===== src/design/vud_pkg.sv =====
`default_nettype none
package vud_pkg;

	// number of samples averaged into the baseline (default)
	localparam int CALIB_SAMPLES_DEF = 16;

	// sample, axis and counter widths
	localparam int SMP_W   = 16;
	localparam int MAG_W   = 15;
	localparam int SUM_W   = 20;
	localparam int HIT_W   = 8;
	localparam int HSUM_W  = 10;
	localparam int THR_W   = 16;
	localparam int CMP_W   = 18;
	localparam int BASE_SH = 4;
	localparam int NAXIS   = 3;

	// max tracker reset value, -32000
	localparam logic signed [SMP_W-1:0] MAX_RESET = -16'sd32000;
	localparam logic [SUM_W-1:0]        SUM_CAP   = '1;
	localparam logic [MAG_W-1:0]        MAG_CAP   = '1;

	// APB register file
	localparam int PADDR_W = 5;
	localparam int PDATA_W = 32;

	typedef enum logic [1:0] {
		FUNC_SAMPLE = 2'd0,
		FUNC_FLAG   = 2'd1,
		FUNC_CLEAR  = 2'd2,
		FUNC_NOP    = 2'd3
	} func_t;

	typedef enum logic [2:0] {
		REG_X_THR   = 3'd0,
		REG_Y_THR   = 3'd1,
		REG_Z_THR   = 3'd2,
		REG_HIT_LIM = 3'd3,
		REG_CRIT_LIM = 3'd4,
		REG_DET_EN  = 3'd5
	} reg_idx_t;

	// absolute value with -32768 clipped to 32767
	function automatic logic [MAG_W-1:0] abs_sat(input logic signed [SMP_W-1:0] v);
		logic [SMP_W-1:0] mag;
		mag = v[SMP_W-1] ? (~v + 1'b1) : v;
		return mag[SMP_W-1] ? MAG_CAP : mag[MAG_W-1:0];
	endfunction

endpackage
`default_nettype wire


===== src/design/vud_item_if.sv =====
`default_nettype none
interface vud_item_if;
	logic                valid;
	logic                ready;
	logic [1:0]          func;
	logic signed [15:0]  x_sample;
	logic signed [15:0]  y_sample;
	logic signed [15:0]  z_sample;
	logic                flag_value;

	modport source (output valid, func, x_sample, y_sample, z_sample, flag_value,
		input ready);
	modport sink (input valid, func, x_sample, y_sample, z_sample, flag_value,
		output ready);
endinterface
`default_nettype wire


===== src/design/vud_result_if.sv =====
`default_nettype none
interface vud_result_if;
	logic                valid;
	logic                ready;
	logic                unbalance;
	logic                calibrated;
	logic [9:0]          sum_hits;
	logic [7:0]          critical_hits;
	logic signed [15:0]  max_x;
	logic signed [15:0]  max_y;
	logic signed [15:0]  max_z;
	logic [14:0]         base_x;
	logic [14:0]         base_y;
	logic [14:0]         base_z;

	modport source (output valid, unbalance, calibrated, sum_hits, critical_hits,
		max_x, max_y, max_z, base_x, base_y, base_z, input ready);
	modport sink (input valid, unbalance, calibrated, sum_hits, critical_hits,
		max_x, max_y, max_z, base_x, base_y, base_z, output ready);
endinterface
`default_nettype wire


===== src/design/vibration_unbalance_detector_core.sv =====
`default_nettype none
// Vibration unbalance detector. Each transaction on the item channel carries a
// command (func): a three-axis accelerometer sample, a direct write of the
// unbalance flag, or a clear of the hit counters; every transaction yields
// exactly one result transaction with the flag, calibration status, hit sums,
// per-axis maxima and baselines as they stand after that command. The first
// CALIB_SAMPLES samples (2..256) only build the per-axis baseline (sum >> 4,
// clipped to 32767); from then on samples update the maxima and the hit /
// critical counters, and the flag rises once the critical count reaches
// critical_limit while detect_enable is set. Throughput is one transaction per
// clock while results are taken: the item is captured in an input register,
// all state and the result are computed in one short pass and land in the
// state and result registers once the result register is free or emptied.
// The result register lets a new item enter while a finished result waits.
// Thresholds and limits sit in an APB register file (x_threshold at 0x00,
// y_threshold 0x04, z_threshold 0x08, hit_limit 0x0C, critical_limit 0x10,
// detect_enable 0x14); write them only while the block is idle.
module vibration_unbalance_detector_core #(
	parameter int CALIB_SAMPLES = vud_pkg::CALIB_SAMPLES_DEF
) (
	input  wire logic                         clk,
	input  wire logic                         arst_n,
	vud_item_if.sink                          item,
	vud_result_if.source                      result,
	input  wire logic                         psel,
	input  wire logic                         penable,
	input  wire logic                         pwrite,
	input  wire logic [vud_pkg::PADDR_W-1:0]  paddr,
	input  wire logic [vud_pkg::PDATA_W-1:0]  pwdata,
	output logic      [vud_pkg::PDATA_W-1:0]  prdata,
	output logic                              pready
);
	import vud_pkg::*;

	localparam int CNT_W = $clog2(CALIB_SAMPLES + 1);
	localparam logic [CNT_W-1:0] CNT_DONE = CNT_W'(CALIB_SAMPLES);

	// ---------------- configuration registers ----------------
	logic signed [THR_W-1:0] thr_q [NAXIS];
	logic [HIT_W-1:0]        hit_limit_q;
	logic [HIT_W-1:0]        crit_limit_q;
	logic                    detect_en_q;
	logic                    cfg_wr;
	reg_idx_t                cfg_idx;

	assign pready  = 1'b1;
	assign cfg_wr  = psel && penable && pwrite;
	assign cfg_idx = reg_idx_t'(paddr[4:2]);

	always_ff @(posedge clk or negedge arst_n) begin
		if (!arst_n) begin
			for (int i = 0; i < NAXIS; i++) thr_q[i] <= '0;
			hit_limit_q  <= '0;
			crit_limit_q <= '0;
			detect_en_q  <= 1'b1;
		end else if (cfg_wr) begin
			unique case (cfg_idx)
				REG_X_THR:    thr_q[0]     <= pwdata[THR_W-1:0];
				REG_Y_THR:    thr_q[1]     <= pwdata[THR_W-1:0];
				REG_Z_THR:    thr_q[2]     <= pwdata[THR_W-1:0];
				REG_HIT_LIM:  hit_limit_q  <= pwdata[HIT_W-1:0];
				REG_CRIT_LIM: crit_limit_q <= pwdata[HIT_W-1:0];
				REG_DET_EN:   detect_en_q  <= pwdata[0];
				default: ;  // unmapped address, drop the write
			endcase
		end
	end

	always_comb begin
		prdata = '0;
		unique case (cfg_idx)
			REG_X_THR:    prdata = {{(PDATA_W-THR_W){1'b0}}, thr_q[0]};
			REG_Y_THR:    prdata = {{(PDATA_W-THR_W){1'b0}}, thr_q[1]};
			REG_Z_THR:    prdata = {{(PDATA_W-THR_W){1'b0}}, thr_q[2]};
			REG_HIT_LIM:  prdata = {{(PDATA_W-HIT_W){1'b0}}, hit_limit_q};
			REG_CRIT_LIM: prdata = {{(PDATA_W-HIT_W){1'b0}}, crit_limit_q};
			REG_DET_EN:   prdata = {{(PDATA_W-1){1'b0}}, detect_en_q};
			default:      prdata = '0;
		endcase
	end

	// ---------------- input register ----------------
	logic                    valid_s1;
	func_t                   func_s1;
	logic [MAG_W-1:0]        mag_s1 [NAXIS];
	logic                    flag_value_s1;
	logic                    result_valid_q;
	logic                    advance;

	// advance the item whenever the result register is free or being emptied
	assign advance    = valid_s1 && (!result_valid_q || result.ready);
	assign item.ready = !valid_s1 || advance;

	always_ff @(posedge clk or negedge arst_n) begin
		if (!arst_n) begin
			valid_s1 <= 1'b0;
			func_s1  <= FUNC_NOP;
		end else if (item.ready) begin
			valid_s1 <= item.valid;
			if (item.valid) func_s1 <= func_t'(item.func);
		end
	end

	// magnitudes are taken on the way in; raw samples are never needed again
	always_ff @(posedge clk) begin
		if (item.valid && item.ready) begin
			mag_s1[0]     <= abs_sat(item.x_sample);
			mag_s1[1]     <= abs_sat(item.y_sample);
			mag_s1[2]     <= abs_sat(item.z_sample);
			flag_value_s1 <= item.flag_value;
		end
	end

	// ---------------- detector state ----------------
	logic [SUM_W-1:0]        calib_sum_q [NAXIS];  // partial sums, then baselines
	logic [CNT_W-1:0]        calib_cnt_q;
	logic [MAG_W-1:0]        peak_q [NAXIS];
	logic signed [SMP_W-1:0] max_q [NAXIS];
	logic [HIT_W-1:0]        hits_q [NAXIS];
	logic [HIT_W-1:0]        crit_q;
	logic                    armed_q;
	logic                    flag_q;

	logic [SUM_W-1:0]        calib_sum_n [NAXIS];
	logic [CNT_W-1:0]        calib_cnt_n;
	logic [MAG_W-1:0]        peak_n [NAXIS];
	logic signed [SMP_W-1:0] max_n [NAXIS];
	logic [HIT_W-1:0]        hits_n [NAXIS];
	logic [HIT_W-1:0]        crit_n;
	logic                    armed_n;
	logic                    flag_n;

	logic                    cal_now;
	logic                    cal_n;
	logic [SUM_W:0]          acc [NAXIS];
	logic [SUM_W-1:0]        acc_sat [NAXIS];
	logic [SUM_W-1:0]        base_raw [NAXIS];
	logic signed [CMP_W-1:0] lim [NAXIS];
	logic                    over [NAXIS];
	logic                    any_over;
	logic                    taken;
	logic [HSUM_W-1:0]       hsum_n;

	assign cal_now = (calib_cnt_q == CNT_DONE);

	// per-axis terms, independent of each other
	always_comb begin
		for (int i = 0; i < NAXIS; i++) begin
			acc[i]      = {1'b0, calib_sum_q[i]} + (SUM_W+1)'(mag_s1[i]);
			acc_sat[i]  = acc[i][SUM_W] ? SUM_CAP : acc[i][SUM_W-1:0];
			base_raw[i] = acc_sat[i] >> BASE_SH;
			lim[i]      = $signed({{(CMP_W-MAG_W){1'b0}}, calib_sum_q[i][MAG_W-1:0]})
				+ CMP_W'(thr_q[i]);
			over[i]     = $signed({{(CMP_W-MAG_W){1'b0}}, mag_s1[i]}) > lim[i];
		end
		any_over = over[0] || over[1] || over[2];
	end

	always_comb begin
		for (int i = 0; i < NAXIS; i++) begin
			calib_sum_n[i] = calib_sum_q[i];
			peak_n[i]      = peak_q[i];
			max_n[i]       = max_q[i];
			hits_n[i]      = hits_q[i];
		end
		calib_cnt_n = calib_cnt_q;
		crit_n      = crit_q;
		armed_n     = armed_q;
		flag_n      = flag_q;
		taken       = 1'b0;
		hsum_n      = '0;

		unique case (func_s1)
			FUNC_SAMPLE: begin
				if (!cal_now) begin
					// accumulate; on the last sample turn the sums into baselines
					calib_cnt_n = calib_cnt_q + 1'b1;
					for (int i = 0; i < NAXIS; i++) begin
						calib_sum_n[i] = acc_sat[i];
						if (calib_cnt_n == CNT_DONE) begin
							calib_sum_n[i] = (base_raw[i] > SUM_W'(MAG_CAP)) ?
								SUM_W'(MAG_CAP) : base_raw[i];
							peak_n[i] = calib_sum_n[i][MAG_W-1:0];
						end
					end
				end else begin
					for (int i = 0; i < NAXIS; i++) begin
						if ($signed({1'b0, mag_s1[i]}) > max_q[i]) begin
							max_n[i] = {1'b0, mag_s1[i]};
						end
					end
					if (any_over && armed_q) begin
						crit_n = crit_q + 1'b1;
						if (crit_n >= crit_limit_q && detect_en_q) begin
							for (int i = 0; i < NAXIS; i++) hits_n[i] = '0;
							crit_n  = '0;
							flag_n  = 1'b1;
							armed_n = 1'b0;
						end
					end else begin
						// first axis in x, y, z order that scores takes the hit
						for (int i = 0; i < NAXIS; i++) begin
							if (!taken) begin
								if (mag_s1[i] > peak_q[i]) begin
									peak_n[i] = mag_s1[i];
									hits_n[i] = hits_q[i] + 1'b1;
									taken     = 1'b1;
								end else if (over[i]) begin
									hits_n[i] = hits_q[i] + HIT_W'(2);
									taken     = 1'b1;
								end
							end
						end
					end
					hsum_n = HSUM_W'(hits_n[0]) + HSUM_W'(hits_n[1]) + HSUM_W'(hits_n[2]);
					if (hsum_n > HSUM_W'(hit_limit_q)) armed_n = 1'b1;
				end
			end
			FUNC_FLAG: begin
				flag_n = flag_value_s1;
			end
			FUNC_CLEAR: begin
				for (int i = 0; i < NAXIS; i++) begin
					hits_n[i] = '0;
					peak_n[i] = cal_now ? calib_sum_q[i][MAG_W-1:0] : '0;
				end
				crit_n  = '0;
				armed_n = 1'b0;
			end
			FUNC_NOP: ;
		endcase
		cal_n = (calib_cnt_n == CNT_DONE);
	end

	always_ff @(posedge clk or negedge arst_n) begin
		if (!arst_n) begin
			for (int i = 0; i < NAXIS; i++) begin
				calib_sum_q[i] <= '0;
				peak_q[i]      <= '0;
				max_q[i]       <= MAX_RESET;
				hits_q[i]      <= '0;
			end
			calib_cnt_q <= '0;
			crit_q      <= '0;
			armed_q     <= 1'b0;
			flag_q      <= 1'b0;
		end else if (advance) begin
			for (int i = 0; i < NAXIS; i++) begin
				calib_sum_q[i] <= calib_sum_n[i];
				peak_q[i]      <= peak_n[i];
				max_q[i]       <= max_n[i];
				hits_q[i]      <= hits_n[i];
			end
			calib_cnt_q <= calib_cnt_n;
			crit_q      <= crit_n;
			armed_q     <= armed_n;
			flag_q      <= flag_n;
		end
	end

	// ---------------- result register ----------------
	logic                    unbalance_q;
	logic                    calibrated_q;
	logic [HSUM_W-1:0]       sum_hits_q;
	logic [HIT_W-1:0]        crit_out_q;
	logic signed [SMP_W-1:0] max_out_q [NAXIS];
	logic [MAG_W-1:0]        base_out_q [NAXIS];

	always_ff @(posedge clk or negedge arst_n) begin
		if (!arst_n) begin
			result_valid_q <= 1'b0;
		end else if (advance) begin
			result_valid_q <= 1'b1;
		end else if (result.ready) begin
			result_valid_q <= 1'b0;
		end
	end

	always_ff @(posedge clk) begin
		if (advance) begin
			unbalance_q  <= flag_n;
			calibrated_q <= cal_n;
			sum_hits_q   <= HSUM_W'(hits_n[0]) + HSUM_W'(hits_n[1]) + HSUM_W'(hits_n[2]);
			crit_out_q   <= crit_n;
			for (int i = 0; i < NAXIS; i++) begin
				max_out_q[i]  <= max_n[i];
				base_out_q[i] <= cal_n ? calib_sum_n[i][MAG_W-1:0] : '0;
			end
		end
	end

	assign result.valid         = result_valid_q;
	assign result.unbalance     = unbalance_q;
	assign result.calibrated    = calibrated_q;
	assign result.sum_hits      = sum_hits_q;
	assign result.critical_hits = crit_out_q;
	assign result.max_x         = max_out_q[0];
	assign result.max_y         = max_out_q[1];
	assign result.max_z         = max_out_q[2];
	assign result.base_x        = base_out_q[0];
	assign result.base_y        = base_out_q[1];
	assign result.base_z        = base_out_q[2];

	// ---------------- checks ----------------
	// calibration counter stops at the sample count
	a_cnt_bound: assert property (@(posedge clk) disable iff (!arst_n)
		calib_cnt_q <= CNT_DONE)
		else $error("calibration count past its end");

	// once calibrated, the block stays calibrated
	a_cal_sticky: assert property (@(posedge clk) disable iff (!arst_n)
		cal_now |=> cal_now)
		else $error("calibration lost");

	// the input side stalls only behind a held result
	a_stall_cause: assert property (@(posedge clk) disable iff (!arst_n)
		!item.ready |-> (valid_s1 && result_valid_q && !result.ready))
		else $error("input stalled without a waiting result");

	// the flag rises only from a sample or a flag write
	a_flag_rise: assert property (@(posedge clk) disable iff (!arst_n)
		$rose(flag_q) |-> $past(advance && (func_s1 == FUNC_SAMPLE || func_s1 == FUNC_FLAG)))
		else $error("unbalance flag rose without a cause");

endmodule
`default_nettype wire

===== src/flat_wrapper.sv =====
// flat-port wrapper written by rule: the top's interface ports become plain ports
module vibration_unbalance_detector_core_flat import vud_pkg::*;
#(
	parameter int CALIB_SAMPLES = vud_pkg::CALIB_SAMPLES_DEF
)
  (clk, arst_n, psel, penable, pwrite, paddr, pwdata, prdata, pready, item_valid, item_func, item_x_sample, item_y_sample, item_z_sample, item_flag_value, item_ready, result_valid, result_unbalance, result_calibrated, result_sum_hits, result_critical_hits, result_max_x, result_max_y, result_max_z, result_base_x, result_base_y, result_base_z, result_ready);
  vud_item_if item_i ();
  vud_result_if result_i ();
  input  wire logic clk;
  input  wire logic arst_n;
  input  wire logic psel;
  input  wire logic penable;
  input  wire logic pwrite;
  input  wire logic [vud_pkg::PADDR_W-1:0] paddr;
  input  wire logic [vud_pkg::PDATA_W-1:0] pwdata;
  output logic      [vud_pkg::PDATA_W-1:0] prdata;
  output logic pready;
  input wire logic [$bits(item_i.valid)-1:0] item_valid;
  input wire logic [$bits(item_i.func)-1:0] item_func;
  input wire logic [$bits(item_i.x_sample)-1:0] item_x_sample;
  input wire logic [$bits(item_i.y_sample)-1:0] item_y_sample;
  input wire logic [$bits(item_i.z_sample)-1:0] item_z_sample;
  input wire logic [$bits(item_i.flag_value)-1:0] item_flag_value;
  output wire logic [$bits(item_i.ready)-1:0] item_ready;
  output wire logic [$bits(result_i.valid)-1:0] result_valid;
  output wire logic [$bits(result_i.unbalance)-1:0] result_unbalance;
  output wire logic [$bits(result_i.calibrated)-1:0] result_calibrated;
  output wire logic [$bits(result_i.sum_hits)-1:0] result_sum_hits;
  output wire logic [$bits(result_i.critical_hits)-1:0] result_critical_hits;
  output wire logic [$bits(result_i.max_x)-1:0] result_max_x;
  output wire logic [$bits(result_i.max_y)-1:0] result_max_y;
  output wire logic [$bits(result_i.max_z)-1:0] result_max_z;
  output wire logic [$bits(result_i.base_x)-1:0] result_base_x;
  output wire logic [$bits(result_i.base_y)-1:0] result_base_y;
  output wire logic [$bits(result_i.base_z)-1:0] result_base_z;
  input wire logic [$bits(result_i.ready)-1:0] result_ready;
  assign item_i.valid = item_valid;
  assign item_i.func = item_func;
  assign item_i.x_sample = item_x_sample;
  assign item_i.y_sample = item_y_sample;
  assign item_i.z_sample = item_z_sample;
  assign item_i.flag_value = item_flag_value;
  assign item_ready = item_i.ready;
  assign result_valid = result_i.valid;
  assign result_unbalance = result_i.unbalance;
  assign result_calibrated = result_i.calibrated;
  assign result_sum_hits = result_i.sum_hits;
  assign result_critical_hits = result_i.critical_hits;
  assign result_max_x = result_i.max_x;
  assign result_max_y = result_i.max_y;
  assign result_max_z = result_i.max_z;
  assign result_base_x = result_i.base_x;
  assign result_base_y = result_i.base_y;
  assign result_base_z = result_i.base_z;
  assign result_i.ready = result_ready;
  vibration_unbalance_detector_core #(.CALIB_SAMPLES(CALIB_SAMPLES)) u_core (.clk(clk), .arst_n(arst_n), .item(item_i), .result(result_i), .psel(psel), .penable(penable), .pwrite(pwrite), .paddr(paddr), .pwdata(pwdata), .prdata(prdata), .pready(pready));
endmodule

===== config.mk =====
export PLATFORM = sky130hd
export DESIGN_NAME = vibration_unbalance_detector_core_flat
export DESIGN_NICKNAME = d
export VERILOG_FILES = /design/src/design/vud_pkg.sv /design/src/design/vud_item_if.sv /design/src/design/vud_result_if.sv /design/src/design/vibration_unbalance_detector_core.sv /design/src/flat_wrapper.sv
export SDC_FILE = /design/constraint.sdc
export NUM_CORES = 1
export LEC_CHECK = 0
export BUFFER_PORTS_ARGS = -buffer_cell sky130_fd_sc_hd__buf_2
export CELL_PAD_IN_SITES_DETAIL_PLACEMENT = 0
export CELL_PAD_IN_SITES_GLOBAL_PLACEMENT = 2
export CORE_ASPECT_RATIO = 0.9
export CORE_MARGIN = 2
export CORE_UTILIZATION = 39
export CTS_CLUSTER_SIZE = 16
export DETAILED_ROUTE_END_ITERATION = 10
export PLACE_DENSITY = 0.81
export RECOVER_POWER = 50
export SLEW_MARGIN = 25
export SYNTH_ARGS = -nofsm -noshare
export SYNTH_HDL_FRONTEND = slang
export SYNTH_SLANG_ARGS = --single-unit

===== constraint.sdc =====
create_clock -name clk -period 9.8 [get_ports clk]
set_input_delay 2.94 -clock clk [delete_from_list [all_inputs] [get_ports clk]]
set_output_delay 2.94 -clock clk [all_outputs]
set_load 0.01 [all_outputs]

==> reports/results.ini <==
[critical_path]
cp.arrival_ps = 9490
slowest_stage = o22ai_1
end_kind = register
timing.critical_path.max_delay_family = compound AO/OA/AOI/OAI gates
worstSetupPathDepth = 37
crit_type = reg2reg
crit_path_max_incr_delay_ps = 490
critical_path.n_buffers_inverters = 2
worst-r2r-cell-count = 37
cp-start-kind = register
worst_ep_required_time_ps = 10300
worstPathMaxFanout = 7

[clock_network]
numCtsBuffers = 51
post_cts_repair_resize_count = 0
tritoncts_clock_tree = done
cts-hold-fix-buffers = 0
worst_skew_pair.late_latency_ps = 620
total_clock_sinks = 420
root_buffer = clkbuf_16
clock_tree.buffer_depth = 3
postCtsSetupBuffers = 0
cts.reportedPaths.clkPinSlew_ps = 60
htree_levels = 2

[outcome]
run_status = finished with violations
failing_checks = max-capacitance violations, max-slew violations

[logic_synthesis]
dominant_combinational_cell_family_by_area_after_synthesis = compound AO/OA/AOI/OAI gates
number_of_synthesized_flops_with_an_enable_pin = 159
synth_adder_area_share_pct = 12.5
synth_simple_gate_area_share_pct = 14.1
synthesized_area_fraction_occupied_by_xor_and_xnor_cells_pct = 4.18
postSynth.asyncResetShare_pct = 62.1
synth_compound_gate_area_share_pct = 18.1
syn-instance-count = 3261
synth_area_per_cell_um2 = 9.25
synth-seq-cells = 420
post_synthesis_instance_area_um2 = 30100
netlist-cell-type-count = 88
yosys-mux-area-fraction_pct = 8.84
synthesis.yosys.warnings = 0
most_used_flip_flop_cell_after_synthesis = dfrtp_1
yosysSeqAreaShare_pct = 37.5

[global_routing]
grt_pass1_vias = 25200
grt_start_max_net_pins = 148
globalRouteTotalUtil_pct = 24.1
gr-total-overflow = 0
antenna_found_initial = 5
grt_pass1_wl_um = 150000

[die]
initial_utilization_pct = 39.5
die_x_um = 297
top_level_ports = 243
die_ar_um2 = 79500
fp.coreArea_um2 = 76400
die_y_um = 268
row_count = 96

[sta]
fin_setup_tns_ps = 0
setup_slack_ps = 807
clock_skew_ps = 30.3
layout_min_cycle_time_ps = 8990
max-slew-margin-rel_pct = -190
finalSetupViolCount = 0
timing.final.crit_share_pct = 91.8
worst_pin_slew_ps = 4360
fmaxAchievable_mhz = 111
timing.final.max_slew_violations = 386
hold_violations = 0
rsz0062_at_grt = false

[routing]
wirelength_um = 98200
avgViaCountPerCell = 5.66
drt_iter0_drc = 1874
post-route-drc-count = 0
routedWlPerCell_um = 21.8
dr.pass1.iters = 6
num_vias = 25500
detail-route-antenna-nets = 0

[final_layout]
instances_no_fill = 4498
fin_nets = 3816
fillerInstances = 7445
mostFrequentLayoutCell = nand2_1
layout_common_cells = 367 x nand2_1, 286 x ha_1, 264 x o21ai_0
finish.utilization_pct = 44.4
layout-area-overhead-vs-synth_pct = 12.5
layout_cell_share_with_drive_strength_beyond_1_pct = 13.1

[placed_design]
place.port_buffers = 207
placedCellCount = 4400
post-place-ws_ps = 1020
place.gp.congestion = 0.885
place_hpwl_um = 71500

[pwr]
power.ir.vdd_worst_uv = 175
power_density_nw_per_um2 = 282
power.leakage_uw = 0.0153

[min_path]
min_path_type = reg2reg
min_delay_path_depth = 1

[job]
drv.max_cap_violation_count = 6

[registers in the layout, indices dropped and copies added, names as in the netlist, 5 cells and up]
| signal | flops |
|---|---|
| u_core.peak_q | 45 |
| u_core.crit_limit_q | 8 |
| u_core.thr_q | 48 |
| u_core.calib_cnt_q | 5 |
| u_core.hit_limit_q | 8 |
| u_core.crit_q | 8 |
| u_core.result.sum_hits | 10 |
| u_core.mag_s1 | 45 |
| u_core.hits_q | 24 |
| u_core.calib_sum_q | 60 |
| u_core.base_out_q | 45 |
| u_core.max_q | 48 |
| u_core.max_out_q | 48 |
| u_core.result.critical_hits | 8 |
[final timing paths]
kind | start | end | slack, ps
setup / recovery | u_core.calib_sum_q[0]$_DFFE_PN0P_ | u_core.armed_q$_DFFE_PN0P_ | 810
hold / removal | u_core.max_q[15]$_DFFE_PN1P_ | u_core.max_q[15]$_DFFE_PN1P_ | 500
setup reg to reg | u_core.calib_sum_q[0]$_DFFE_PN0P_ | u_core.armed_q$_DFFE_PN0P_ | 810
hold reg to reg | u_core.max_q[15]$_DFFE_PN1P_ | u_core.max_q[15]$_DFFE_PN1P_ | 500
max in group asynchronous | arst_n | u_core.calib_sum_q[41]$_DFFE_PN0P_ | 1440
min in group asynchronous | arst_n | u_core.calib_sum_q[35]$_DFFE_PN0P_ | 3150
[layout make-up]
class | count | area [µm²] | share of cell area, %
Multi-Input combinational cell | 2505 | 17500 | 51.6
Clock buffer | 69 | 1450 | 4.26
Timing Repair Buffer | 243 | 1200 | 3.53
Tap cell | 1029 | 1290 | 3.80
Sequential cell | 420 | 11300 | 33.4
Inverter | 204 | 767 | 2.26
Clock inverter | 27 | 380 | 1.12
Antenna cell | 1 | 2.50 | 0.00738
[cell families (layout without fill, tap and decap cells)]
kind of cell    count (synthesis)  count (layout)
compound gates                891             891
xor+xnor                      144             144
fa+ha+maj                     296             296
buf+inv                       351             543
flops                         420             420
mux                           239             239
other cells                     2              18
simple gates                  918             918
[cell usage after synthesis, types with 25 or more instances]
cell type / count / area (µm²)
mux2_2: 159 / 1790
a21o_1: 69 / 518
xnor2_1: 76 / 666
ha_1: 286 / 3580
xor2_1: 68 / 596
o21a_1: 30 / 225
nor2_1: 193 / 724
nand4_1: 39 / 244
o22ai_1: 36 / 225
mux2i_1: 70 / 701
a21oi_1: 262 / 1310
nand2_1: 368 / 1380
nor2b_1: 35 / 219
edfxtp_1: 159 / 4770
or3_1: 36 / 225
clkbuf_1: 115 / 432
and3_1: 25 / 156
inv_1: 204 / 766
nor3_1: 42 / 210
a31oi_1: 33 / 206
nand3_1: 82 / 410
nand2b_1: 41 / 257
dfrtp_1: 249 / 6230
o21ai_0: 264 / 1320
a211oi_1: 38 / 285
[layer usage]
metal	wire length (µm)	global-route usage (%)	vias up
met2	45800	40.3	711
met1	44300	32.8	12500
met4	2370	6.40	2
met5	13	0	-
li1	-	-	12100
met3	5680	3.60	133
[power breakdown]
part           switching (µW)  internal, µW  total [µW]
Combinational            2770          1940        4710
Clock                     826          1260        2080
Sequential                505          2250        2760
Total                    4100          5450        9550
[through the flow]
stage	hold slack [ps]	total power (µW)	area, µm²
floorplan	457	6080	30200
global placement	476	7300	32200
detailed placement	489	7440	32200
CTS	500	9580	34100
global route	516	10300	33900
finish	499	9550	33900
Note: power is estimated with default switching activity, not from simulation.
